[src/sv/cfb_pkg.sv]
// Shared types and constants of the checksummed frame builder.
package cfb_pkg;

    typedef logic [7:0] t_byte;

    localparam int        RUN_MAX     = 7;                      // most bytes one item can cause
    localparam int        RUN_CNT_W   = $clog2(RUN_MAX + 1);
    localparam int        CNT_W       = 7;                      // sample count width
    localparam int        ADDR_W      = 3;                      // APB byte address width
    localparam int        DATA_W      = 32;
    localparam t_byte     HEADER_BYTE = 8'h5A;
    localparam logic [CNT_W-1:0] MAX_SAMPLES = 7'd127;

    // Register index on paddr[ADDR_W-1].
    localparam logic      REG_WIDE    = 1'b0;

    typedef struct packed {
        t_byte [RUN_MAX-1:0]  bytes;
        logic  [RUN_MAX-1:0]  chk;
        logic  [RUN_CNT_W-1:0] cnt;
    } t_run;

endpackage

[src/sv/cfb_if.sv]
// Stream interfaces of the frame builder: sample input and byte output.
interface cfb_in_if;
    logic                 valid;
    logic                 ready;
    logic                 start_frame;
    cfb_pkg::t_byte       frame_code;
    logic [6:0]           sample_count;
    logic [15:0]          sample;

    modport source (output valid, start_frame, frame_code, sample_count, sample,
                    input ready);
    modport sink   (input valid, start_frame, frame_code, sample_count, sample,
                    output ready);
endinterface

interface cfb_out_if;
    logic                 valid;
    logic                 ready;
    cfb_pkg::t_byte       tx_byte;
    logic                 last_of_run;
    logic                 is_checksum;

    modport source (output valid, tx_byte, last_of_run, is_checksum, input ready);
    modport sink   (input valid, tx_byte, last_of_run, is_checksum, output ready);
endinterface

[src/sv/cfb_apb_regs.sv]
// APB configuration register file of the frame builder.
module cfb_apb_regs (
    input  logic                         i_clk,
    input  logic                         i_rst_n,
    input  logic                         i_psel,
    input  logic                         i_penable,
    input  logic                         i_pwrite,
    input  logic [cfb_pkg::ADDR_W-1:0]   i_paddr,
    input  logic [cfb_pkg::DATA_W-1:0]   i_pwdata,
    output logic [cfb_pkg::DATA_W-1:0]   o_prdata,
    output logic                         o_pready,
    output logic                         o_wide
);
    import cfb_pkg::*;

    logic r_wide;
    logic n_wide;
    logic wr_en;
    logic sel_wide;

    assign sel_wide = (i_paddr[ADDR_W-1] == REG_WIDE);
    assign wr_en    = i_psel && i_penable && i_pwrite && o_pready;
    assign o_pready = 1'b1;

    always_comb begin
        n_wide = r_wide;
        if (wr_en && sel_wide) begin
            n_wide = i_pwdata[0];
        end
    end

    always_ff @(posedge i_clk) begin
        if (!i_rst_n) begin
            r_wide <= 1'b1;
        end else begin
            r_wide <= n_wide;
        end
    end

    assign o_prdata = sel_wide ? {{(DATA_W-1){1'b0}}, r_wide} : '0;
    assign o_wide   = r_wide;

endmodule

[src/sv/cfb_encoder.sv]
// Frame state and the byte run that one accepted item produces.
module cfb_encoder (
    input  logic                         i_clk,
    input  logic                         i_rst_n,
    input  logic                         i_accept,
    input  logic                         i_cfg_wide,
    input  logic                         i_start,
    input  cfb_pkg::t_byte               i_code,
    input  logic [cfb_pkg::CNT_W-1:0]    i_count,
    input  logic [15:0]                  i_sample,
    output cfb_pkg::t_run                o_run
);
    import cfb_pkg::*;

    t_byte            r_sum,  n_sum;
    logic [CNT_W-1:0] r_left, n_left;
    logic             r_open, n_open;
    logic             r_wide, n_wide;

    logic             wide;
    logic [CNT_W-1:0] cnt, left, left2;
    t_byte            len, sum_h, base, hi, lo, sum2;
    t_byte            p [3];
    logic [2:0]       pc;
    logic [1:0]       pn;
    logic             close;

    always_comb begin
        wide  = i_start ? i_cfg_wide : r_wide;
        cnt   = (i_count > MAX_SAMPLES) ? MAX_SAMPLES : i_count;
        len   = wide ? {cnt, 1'b0} : {1'b0, cnt};
        sum_h = HEADER_BYTE + HEADER_BYTE + i_code + len;
        base  = i_start ? sum_h : r_sum;
        left  = i_start ? cnt : r_left;
        hi    = i_sample[15:8];
        lo    = i_sample[7:0];
        sum2  = base + (wide ? hi : 8'd0) + lo;
        left2 = left - 7'd1;
        close = (left2 == '0);

        // Payload bytes of one sample, with the checksum when it ends the frame.
        p[0] = lo;
        p[1] = '0;
        p[2] = '0;
        pc   = '0;
        pn   = 2'd1;
        if (wide) begin
            p[0] = hi;
            p[1] = lo;
            pn   = 2'd2;
            if (close) begin
                p[2]  = sum2;
                pc[2] = 1'b1;
                pn    = 2'd3;
            end
        end else if (close) begin
            p[1]  = sum2;
            pc[1] = 1'b1;
            pn    = 2'd2;
        end

        o_run  = '0;
        n_sum  = r_sum;
        n_left = r_left;
        n_open = r_open;
        n_wide = r_wide;
        if (i_start) begin
            n_wide       = i_cfg_wide;
            o_run.bytes[0] = HEADER_BYTE;
            o_run.bytes[1] = HEADER_BYTE;
            o_run.bytes[2] = i_code;
            o_run.bytes[3] = len;
            if (cnt == '0) begin
                o_run.bytes[4] = sum_h;
                o_run.chk[4]   = 1'b1;
                o_run.cnt      = RUN_CNT_W'(5);
                n_open         = 1'b0;
                n_left         = '0;
                n_sum          = '0;
            end else begin
                for (int i = 0; i < 3; i++) begin
                    o_run.bytes[4+i] = p[i];
                    o_run.chk[4+i]   = pc[i];
                end
                o_run.cnt = RUN_CNT_W'(4) + RUN_CNT_W'(pn);
                n_left    = left2;
                n_open    = !close;
                n_sum     = close ? 8'd0 : sum2;
            end
        end else if (r_open) begin
            for (int i = 0; i < 3; i++) begin
                o_run.bytes[i] = p[i];
                o_run.chk[i]   = pc[i];
            end
            o_run.cnt = RUN_CNT_W'(pn);
            n_left    = left2;
            n_open    = !close;
            n_sum     = close ? 8'd0 : sum2;
        end
    end

    always_ff @(posedge i_clk) begin
        if (!i_rst_n) begin
            r_sum  <= '0;
            r_left <= '0;
            r_open <= 1'b0;
            r_wide <= 1'b1;
        end else if (i_accept) begin
            r_sum  <= n_sum;
            r_left <= n_left;
            r_open <= n_open;
            r_wide <= n_wide;
        end
    end

    a_open_has_left: assert property (@(posedge i_clk) disable iff (!i_rst_n)
        r_open |-> (r_left != '0))
        else $error("open frame with no samples left");

    a_closed_sum_zero: assert property (@(posedge i_clk) disable iff (!i_rst_n)
        !r_open |-> (r_sum == '0))
        else $error("running sum not cleared outside a frame");

    a_start_has_header: assert property (@(posedge i_clk) disable iff (!i_rst_n)
        (i_accept && i_start) |-> (o_run.cnt >= RUN_CNT_W'(5)))
        else $error("start item produced a short run");

endmodule

[src/sv/cfb_serializer.sv]
// Run buffer that hands the bytes of one item out one per transfer.
module cfb_serializer (
    input  logic           i_clk,
    input  logic           i_rst_n,
    input  logic           i_load,
    input  cfb_pkg::t_run  i_run,
    output logic           o_can_load,
    cfb_out_if.source      o_out
);
    import cfb_pkg::*;

    t_byte                r_bytes [RUN_MAX];
    t_byte                n_bytes [RUN_MAX];
    logic [RUN_MAX-1:0]   r_chk,  n_chk;
    logic [RUN_CNT_W-1:0] r_cnt,  n_cnt;
    logic                 xfer;

    assign xfer       = o_out.valid && o_out.ready;
    assign o_can_load = (r_cnt == '0) || ((r_cnt == RUN_CNT_W'(1)) && o_out.ready);

    always_comb begin
        n_bytes = r_bytes;
        n_chk   = r_chk;
        n_cnt   = r_cnt;
        if (i_load) begin
            for (int i = 0; i < RUN_MAX; i++) begin
                n_bytes[i] = i_run.bytes[i];
            end
            n_chk = i_run.chk;
            n_cnt = i_run.cnt;
        end else if (xfer) begin
            for (int i = 0; i < RUN_MAX - 1; i++) begin
                n_bytes[i] = r_bytes[i+1];
            end
            n_chk = {1'b0, r_chk[RUN_MAX-1:1]};
            n_cnt = r_cnt - RUN_CNT_W'(1);
        end
    end

    always_ff @(posedge i_clk) begin
        r_bytes <= n_bytes;
        r_chk   <= n_chk;
        if (!i_rst_n) begin
            r_cnt <= '0;
        end else begin
            r_cnt <= n_cnt;
        end
    end

    assign o_out.valid       = (r_cnt != '0);
    assign o_out.tx_byte     = r_bytes[0];
    assign o_out.last_of_run = (r_cnt == RUN_CNT_W'(1));
    assign o_out.is_checksum = r_chk[0];

    a_load_when_free: assert property (@(posedge i_clk) disable iff (!i_rst_n)
        i_load |-> ((r_cnt == '0) || ((r_cnt == RUN_CNT_W'(1)) && xfer)))
        else $error("run loaded over bytes still pending");

    a_cnt_in_range: assert property (@(posedge i_clk) disable iff (!i_rst_n)
        r_cnt <= RUN_CNT_W'(RUN_MAX))
        else $error("run count out of range");

    a_load_shows: assert property (@(posedge i_clk) disable iff (!i_rst_n)
        (i_load && (i_run.cnt != '0)) |=> (o_out.valid && (r_cnt == $past(i_run.cnt))))
        else $error("loaded run not presented");

endmodule

[src/sv/checksummed_frame_builder_core.sv]
// Top level of the checksummed frame builder: samples in, framed bytes out.
//
// Usage: items arrive on i_in (valid/ready). An item with start_frame set
// opens a frame and causes the header 0x5A 0x5A, frame_code and the length
// byte, then its own sample as first payload (or the checksum at once when
// sample_count is zero). Later items each carry one sample: two bytes, high
// first, in 16-bit mode, one byte in 8-bit mode. The last sample of a frame
// is followed by the checksum byte, the 8-bit sum of all earlier frame bytes.
// Items outside an open frame are dropped without output.
// Bytes leave on o_out, one per transfer, with last_of_run on the final byte
// of an item and is_checksum on the checksum byte.
// The first byte of an item is valid in the cycle after its transfer.
// Bytes go out one per cycle through the output run buffer while the receiver
// is ready: an item causes two bytes per 16-bit sample, one per 8-bit sample,
// one more when the sample closes the frame, and up to seven for a start
// item. A dropped item causes no byte but is still taken like any other.
// A new item is taken in the cycle the previous item's last byte
// transfers.
// When the receiver stalls, the pending byte holds and input ready falls.
// Reset (synchronous, active low) closes any frame, empties the output run
// and sets wide_samples to 1. The mode is latched per frame; the user must
// write the APB register at address 0 only while idle (not enforced).
module checksummed_frame_builder_core (
    input  logic                         i_clk,
    input  logic                         i_rst_n,
    cfb_in_if.sink                       i_in,
    cfb_out_if.source                    o_out,
    input  logic                         psel,
    input  logic                         penable,
    input  logic                         pwrite,
    input  logic [cfb_pkg::ADDR_W-1:0]   paddr,
    input  logic [cfb_pkg::DATA_W-1:0]   pwdata,
    output logic [cfb_pkg::DATA_W-1:0]   prdata,
    output logic                         pready
);
    import cfb_pkg::*;

    logic  cfg_wide;
    logic  can_load;
    logic  accept;
    t_run  run;

    // Configuration register.
    cfb_apb_regs u_regs (
        .i_clk     (i_clk),
        .i_rst_n   (i_rst_n),
        .i_psel    (psel),
        .i_penable (penable),
        .i_pwrite  (pwrite),
        .i_paddr   (paddr),
        .i_pwdata  (pwdata),
        .o_prdata  (prdata),
        .o_pready  (pready),
        .o_wide    (cfg_wide)
    );

    // An item is taken whenever the run buffer is empty or is handing out its
    // last byte in this cycle, so items follow each other without a gap.
    assign i_in.ready = can_load;
    assign accept     = i_in.valid && can_load;

    // Frame state and the byte run of the item on the input channel.
    cfb_encoder u_enc (
        .i_clk      (i_clk),
        .i_rst_n    (i_rst_n),
        .i_accept   (accept),
        .i_cfg_wide (cfg_wide),
        .i_start    (i_in.start_frame),
        .i_code     (i_in.frame_code),
        .i_count    (i_in.sample_count),
        .i_sample   (i_in.sample),
        .o_run      (run)
    );

    // Output run buffer, one byte per transfer.
    cfb_serializer u_ser (
        .i_clk      (i_clk),
        .i_rst_n    (i_rst_n),
        .i_load     (accept),
        .i_run      (run),
        .o_can_load (can_load),
        .o_out      (o_out)
    );

endmodule

[src/flat_wrapper.sv]
// flat-port wrapper written by rule: the top's interface ports become plain ports
module checksummed_frame_builder_core_flat import cfb_pkg::*;
  (i_clk, i_rst_n, psel, penable, pwrite, paddr, pwdata, prdata, pready, i_in_valid, i_in_start_frame, i_in_frame_code, i_in_sample_count, i_in_sample, i_in_ready, o_out_valid, o_out_tx_byte, o_out_last_of_run, o_out_is_checksum, o_out_ready);
  cfb_in_if i_in_i ();
  cfb_out_if o_out_i ();
  input  logic i_clk;
  input  logic i_rst_n;
  input  logic psel;
  input  logic penable;
  input  logic pwrite;
  input  logic [cfb_pkg::ADDR_W-1:0] paddr;
  input  logic [cfb_pkg::DATA_W-1:0] pwdata;
  output logic [cfb_pkg::DATA_W-1:0] prdata;
  output logic pready;
  input wire logic [$bits(i_in_i.valid)-1:0] i_in_valid;
  input wire logic [$bits(i_in_i.start_frame)-1:0] i_in_start_frame;
  input wire logic [$bits(i_in_i.frame_code)-1:0] i_in_frame_code;
  input wire logic [$bits(i_in_i.sample_count)-1:0] i_in_sample_count;
  input wire logic [$bits(i_in_i.sample)-1:0] i_in_sample;
  output wire logic [$bits(i_in_i.ready)-1:0] i_in_ready;
  output wire logic [$bits(o_out_i.valid)-1:0] o_out_valid;
  output wire logic [$bits(o_out_i.tx_byte)-1:0] o_out_tx_byte;
  output wire logic [$bits(o_out_i.last_of_run)-1:0] o_out_last_of_run;
  output wire logic [$bits(o_out_i.is_checksum)-1:0] o_out_is_checksum;
  input wire logic [$bits(o_out_i.ready)-1:0] o_out_ready;
  assign i_in_i.valid = i_in_valid;
  assign i_in_i.start_frame = i_in_start_frame;
  assign i_in_i.frame_code = i_in_frame_code;
  assign i_in_i.sample_count = i_in_sample_count;
  assign i_in_i.sample = i_in_sample;
  assign i_in_ready = i_in_i.ready;
  assign o_out_valid = o_out_i.valid;
  assign o_out_tx_byte = o_out_i.tx_byte;
  assign o_out_last_of_run = o_out_i.last_of_run;
  assign o_out_is_checksum = o_out_i.is_checksum;
  assign o_out_i.ready = o_out_ready;
  checksummed_frame_builder_core u_core (.i_clk(i_clk), .i_rst_n(i_rst_n), .i_in(i_in_i), .o_out(o_out_i), .psel(psel), .penable(penable), .pwrite(pwrite), .paddr(paddr), .pwdata(pwdata), .prdata(prdata), .pready(pready));
endmodule
[config.mk]
export PLATFORM = sky130hd
export DESIGN_NAME = checksummed_frame_builder_core_flat
export DESIGN_NICKNAME = d
export VERILOG_FILES = /design/src/sv/cfb_pkg.sv /design/src/sv/cfb_if.sv /design/src/sv/cfb_apb_regs.sv /design/src/sv/cfb_encoder.sv /design/src/sv/cfb_serializer.sv /design/src/sv/checksummed_frame_builder_core.sv /design/src/flat_wrapper.sv
export SDC_FILE = /design/constraint.sdc
export NUM_CORES = 1
export LEC_CHECK = 0
export BUFFER_PORTS_ARGS = -buffer_cell sky130_fd_sc_hd__buf_2
export CORE_ASPECT_RATIO = 2
export CORE_MARGIN = 1
export CORE_UTILIZATION = 50
export CTS_CLUSTER_DIAMETER = 60
export DETAILED_ROUTE_END_ITERATION = 10
export GPL_ROUTABILITY_DRIVEN = 1
export HOLD_SLACK_MARGIN = 0.15
export PLACE_DENSITY = 0.74
export SETUP_SLACK_MARGIN = 0.1
export SYNTH_ARGS = -nofsm -noshare
export SYNTH_HDL_FRONTEND = slang
export SYNTH_SLANG_ARGS = --single-unit
[constraint.sdc]
create_clock -name i_clk -period 6.3 [get_ports i_clk]
set_clock_uncertainty 0.05 [all_clocks]
set_input_delay 0.315 -clock i_clk [delete_from_list [all_inputs] [get_ports i_clk]]
set_output_delay 0.315 -clock i_clk [all_outputs]
set_load 0.01 [all_outputs]
==> metrics.md <==
| Metric | Value |
|---|---|
| Top Family by Delay on Critical Path | `adder cells` |
| Fin nets | `748` |
| Min-delay worst type | `input pin to register` |
| CTS tree | `built` |
| CTS resizes | `0` |
| Worst vdd ir | `0.341 mV` |
| Die Wd | `77.2 µm` |
| Design area | `0.00618 mm²` |
| Cts hold-fix bufs | `0` |
| GRT Total Usage | `27.6%` |
| Final critical-path required period | `5.35 ns` |
| Die height | `152 µm` |
| Drt pass-1 iters | `6` |
| Clock sink count | `84` |
| RD Place Congestion | `0.954` |
| Routed WL | `15,800 µm` |
| Io pins | `119` |
| Initial Util | `51.6%` |
| Post-synth EDFFs | `62` |
| Synth Area per Inst | `9.25 µm²` |
| CTS Buf Count | `9` |
| Largest net degree at the start of global routing | `72` |
| Post-DRT Antenna Nets | `0` |
| Vias | `4,781` |
| Type of origin of the critical path | `register` |
| Max-slew violations | `0` |
| Placed Instance Area | `0.00584 mm²` |
| FMAX | `187 MHz` |
| IO buf count | `53` |
| Most used DFF post-synth | `edfxtp_1` |
| Syn-to-layout area delta | `9.46%` |
| Global-route wire length before repair | `24,400 µm` |
| Total grt overflow | `0` |
| Worst Path Buf+Inv | `2` |
| Final setup TNS | `0 ns` |
| WL per Instance | `20.2 µm` |
| Cells after Synth | `611` |
| Row Count | `54` |
| Critical Path Fanout Max | `9` |
| Setup Crit Path Kind | `register to register` |
| Setup slack after layout | `0.947 ns` |
| Leak | `2.67 nW` |
| Sequential area share after synthesis | `40.7%` |
| Core area | `0.0109 mm²` |
| Htree depth | `3` |
| Endpoint class of the critical path | `register` |
| Worst EP required | `6.33 ns` |
| Diodes inserted | `0` |
| Clock insertion delay at the later pin of the skew report | `0.35 ns` |
| Syn. warnings | `0` |
| Max-slew headroom | `26.2%` |
| CP Cell Sequence | `mux2i_2, inv_2, nand2_1, nand2_1, ha_1, ha_1, fa_1, a21o_1, a21oi_1, xnor2_1, mux2i_1, fa_1, inv_1, ha_1, o21ai_0, o21bai_1, a21oi_1, xnor2_1, xnor2_1, o22ai_1` |
| Count of final setup violators | `0` |
| Hpwl dp | `11,000 µm` |
| Slowest stage cell, crit path | `mux2i_2` |
| CP arrival | `5.38 ns` |
| Fin. Hold Viols | `0` |
| Drt drc | `0` |
| Initial antenna violation count | `0` |
| Vias in the first global route | `4,635` |
| Die area | `0.0118 mm²` |
| Clk slew on worst S/H paths | `0.07 ns` |
| Final worst path period share | `85.0%` |
| Power Density | `505 mW/mm²` |
| Clk buf depth | `2` |
| Worst Max-Slew Pin Slew | `1.11 ns` |
| Synth Cell Area | `0.00565 mm²` |
| Share of cells above drive strength 1 | `14.9%` |
| RSZ-0062 raised after global routing | `false` |
| Post-CTS Setup Inserts | `0` |
| CTS root buf | `clkbuf_16` |
| Yosys cell types | `64` |
| First DRT Iteration DRCs | `657` |
| Max_cap viols | `0` |
| Status | `complete, no violations` |
| WHS | `0.158 ns` |
| Largest stage delay, worst path | `0.55 ns` |
| Async SR Flop Fraction | `0%` |
| Seq cells post-synth | `84` |
| Post-DR vias/cell | `6.11` |
| Worst slack, placed | `0.880 ns` |
where the power goes:
group | internal (mW) | leakage, nW | switching, mW
clock | 0.390 | 0.160 | 0.232
combinational | 0.492 | 1.71 | 0.934
sequential | 0.963 | 0.793 | 0.110
total | 1.84 | 2.67 | 1.28
worst paths after layout:
kind / slack [ns] / end / startpoint / depth (start not counted)
worst min register to register: 0.41 / u_core.u_enc.r_sum[4] / u_core.u_enc.r_sum[4] / 2
worst min-delay path: 0.16 / u_core.u_regs.o_wide / pwdata[0] / 3
worst max-delay path: 0.95 / u_core.u_ser.r_bytes[39] / u_core.u_enc.r_wide / 20
worst max register to register: 0.95 / u_core.u_ser.r_bytes[39] / u_core.u_enc.r_wide / 20
metal layers:
metal	GRT usage, %	routed length, µm	vias to the layer above
li1	-	-	2174
met1	30.8	5680	2255
met2	46.7	7910	283
met3	5.09	1190	69
met4	19.1	1010	0
met5	0	0	-
cells in the mapped netlist (3+ instances only):
master	count	area share, %
edfxtp_1	62	33
a21oi_1	37	3.3
nor2_1	45	3.0
o21ai_2	8	1.2
inv_1	39	2.6
o21ai_0	33	2.9
and3_1	3	0.33
buf_4	41	5.4
o31ai_1	5	0.66
xnor2_1	9	1.4
o22ai_1	10	1.1
nand3_1	8	0.71
a31oi_1	8	0.89
o21ai_1	7	0.62
xor2_1	4	0.62
a22o_1	6	0.93
inv_2	3	0.20
or4_1	3	0.40
a21o_1	10	1.3
a22oi_1	11	1.5
fa_1	9	3.2
o221ai_1	4	0.62
o211ai_1	4	0.53
nand3b_1	5	0.66
a32oi_1	8	1.2
clkbuf_1	30	2.0
mux2i_1	13	2.3
and2_1	7	0.77
a21boi_0	4	0.53
or3_1	8	0.89
dfxtp_1	22	7.8
ha_1	27	6.0
nor3_1	6	0.53
nand2_1	73	4.8
cells by family after synthesis:
logic type | share of synthesized area (%)
flops | 40.7
xor+xnor | 2.70
fa+ha+maj | 9.17
buf+inv | 10.7
compound gates | 20.1
simple gates | 14.0
mux | 2.50
other cells | 0.133
placed cells by master, fill, tap and decap left out, types with 9 or more instances in the layout:
master | netlist | final
conb_1 | 2 | 32
clkbuf_16 | 0 | 9
inv_1 | 39 | 39
mux2i_1 | 13 | 12
edfxtp_1 | 62 | 62
ha_1 | 27 | 27
a21oi_1 | 37 | 37
nor2_1 | 45 | 45
o21ai_0 | 33 | 32
dfxtp_1 | 22 | 22
a22oi_1 | 11 | 11
a21o_1 | 10 | 10
nand2_1 | 73 | 73
o22ai_1 | 10 | 10
xnor2_1 | 9 | 9
fa_1 | 9 | 9
buf_2 | 1 | 53
stage by stage:
stage	utilization [%]	power (mW)	cells
global placement	53.3	2.42	767
global route	56.5	3.30	783
finish	56.5	3.12	783
CTS	56.5	3.11	783
floorplan	-	2.10	641
detailed placement	53.3	2.49	767
worst register-to-register path, stage by stage (launching register included):
cell and delay, ns:
dfxtp_1 0.41, mux2i_2 0.55, inv_2 0.07, nand2_1 0.08, nand2_1 0.08, ha_1 0.29
ha_1 0.23, fa_1 0.41, a21o_1 0.21, a21oi_1 0.18, xnor2_1 0.16, mux2i_1 0.17
fa_1 0.56, inv_1 0.05, ha_1 0.35, o21ai_0 0.10, o21bai_1 0.09, a21oi_1 0.28
xnor2_1 0.13, xnor2_1 0.47, o22ai_1 0.17
area by class of cell:
cell class	instances	area (µm²)
clock inverter	7	124
inverter	43	161
timing repair buffer	61	325
tap	140	175
clock buffer	9	225
fill	981	4760
multi-input combinational	439	2870
sequential	84	2300
sequential cells by signal, summed over array words and instances, names as in the netlist:
register / flops
u_core.u_ser.r_cnt: 3
u_core.u_enc.r_sum: 8
u_core.u_ser.r_bytes: 48
u_core.u_enc.r_wide: 1
u_core.u_regs.o_wide: 1
u_core.u_ser.r_chk: 7
u_core.u_enc.r_left: 7
u_core.u_ser.o_out.tx_byte: 8
u_core.u_enc.r_open: 1
(Power assumes the default switching activity.)
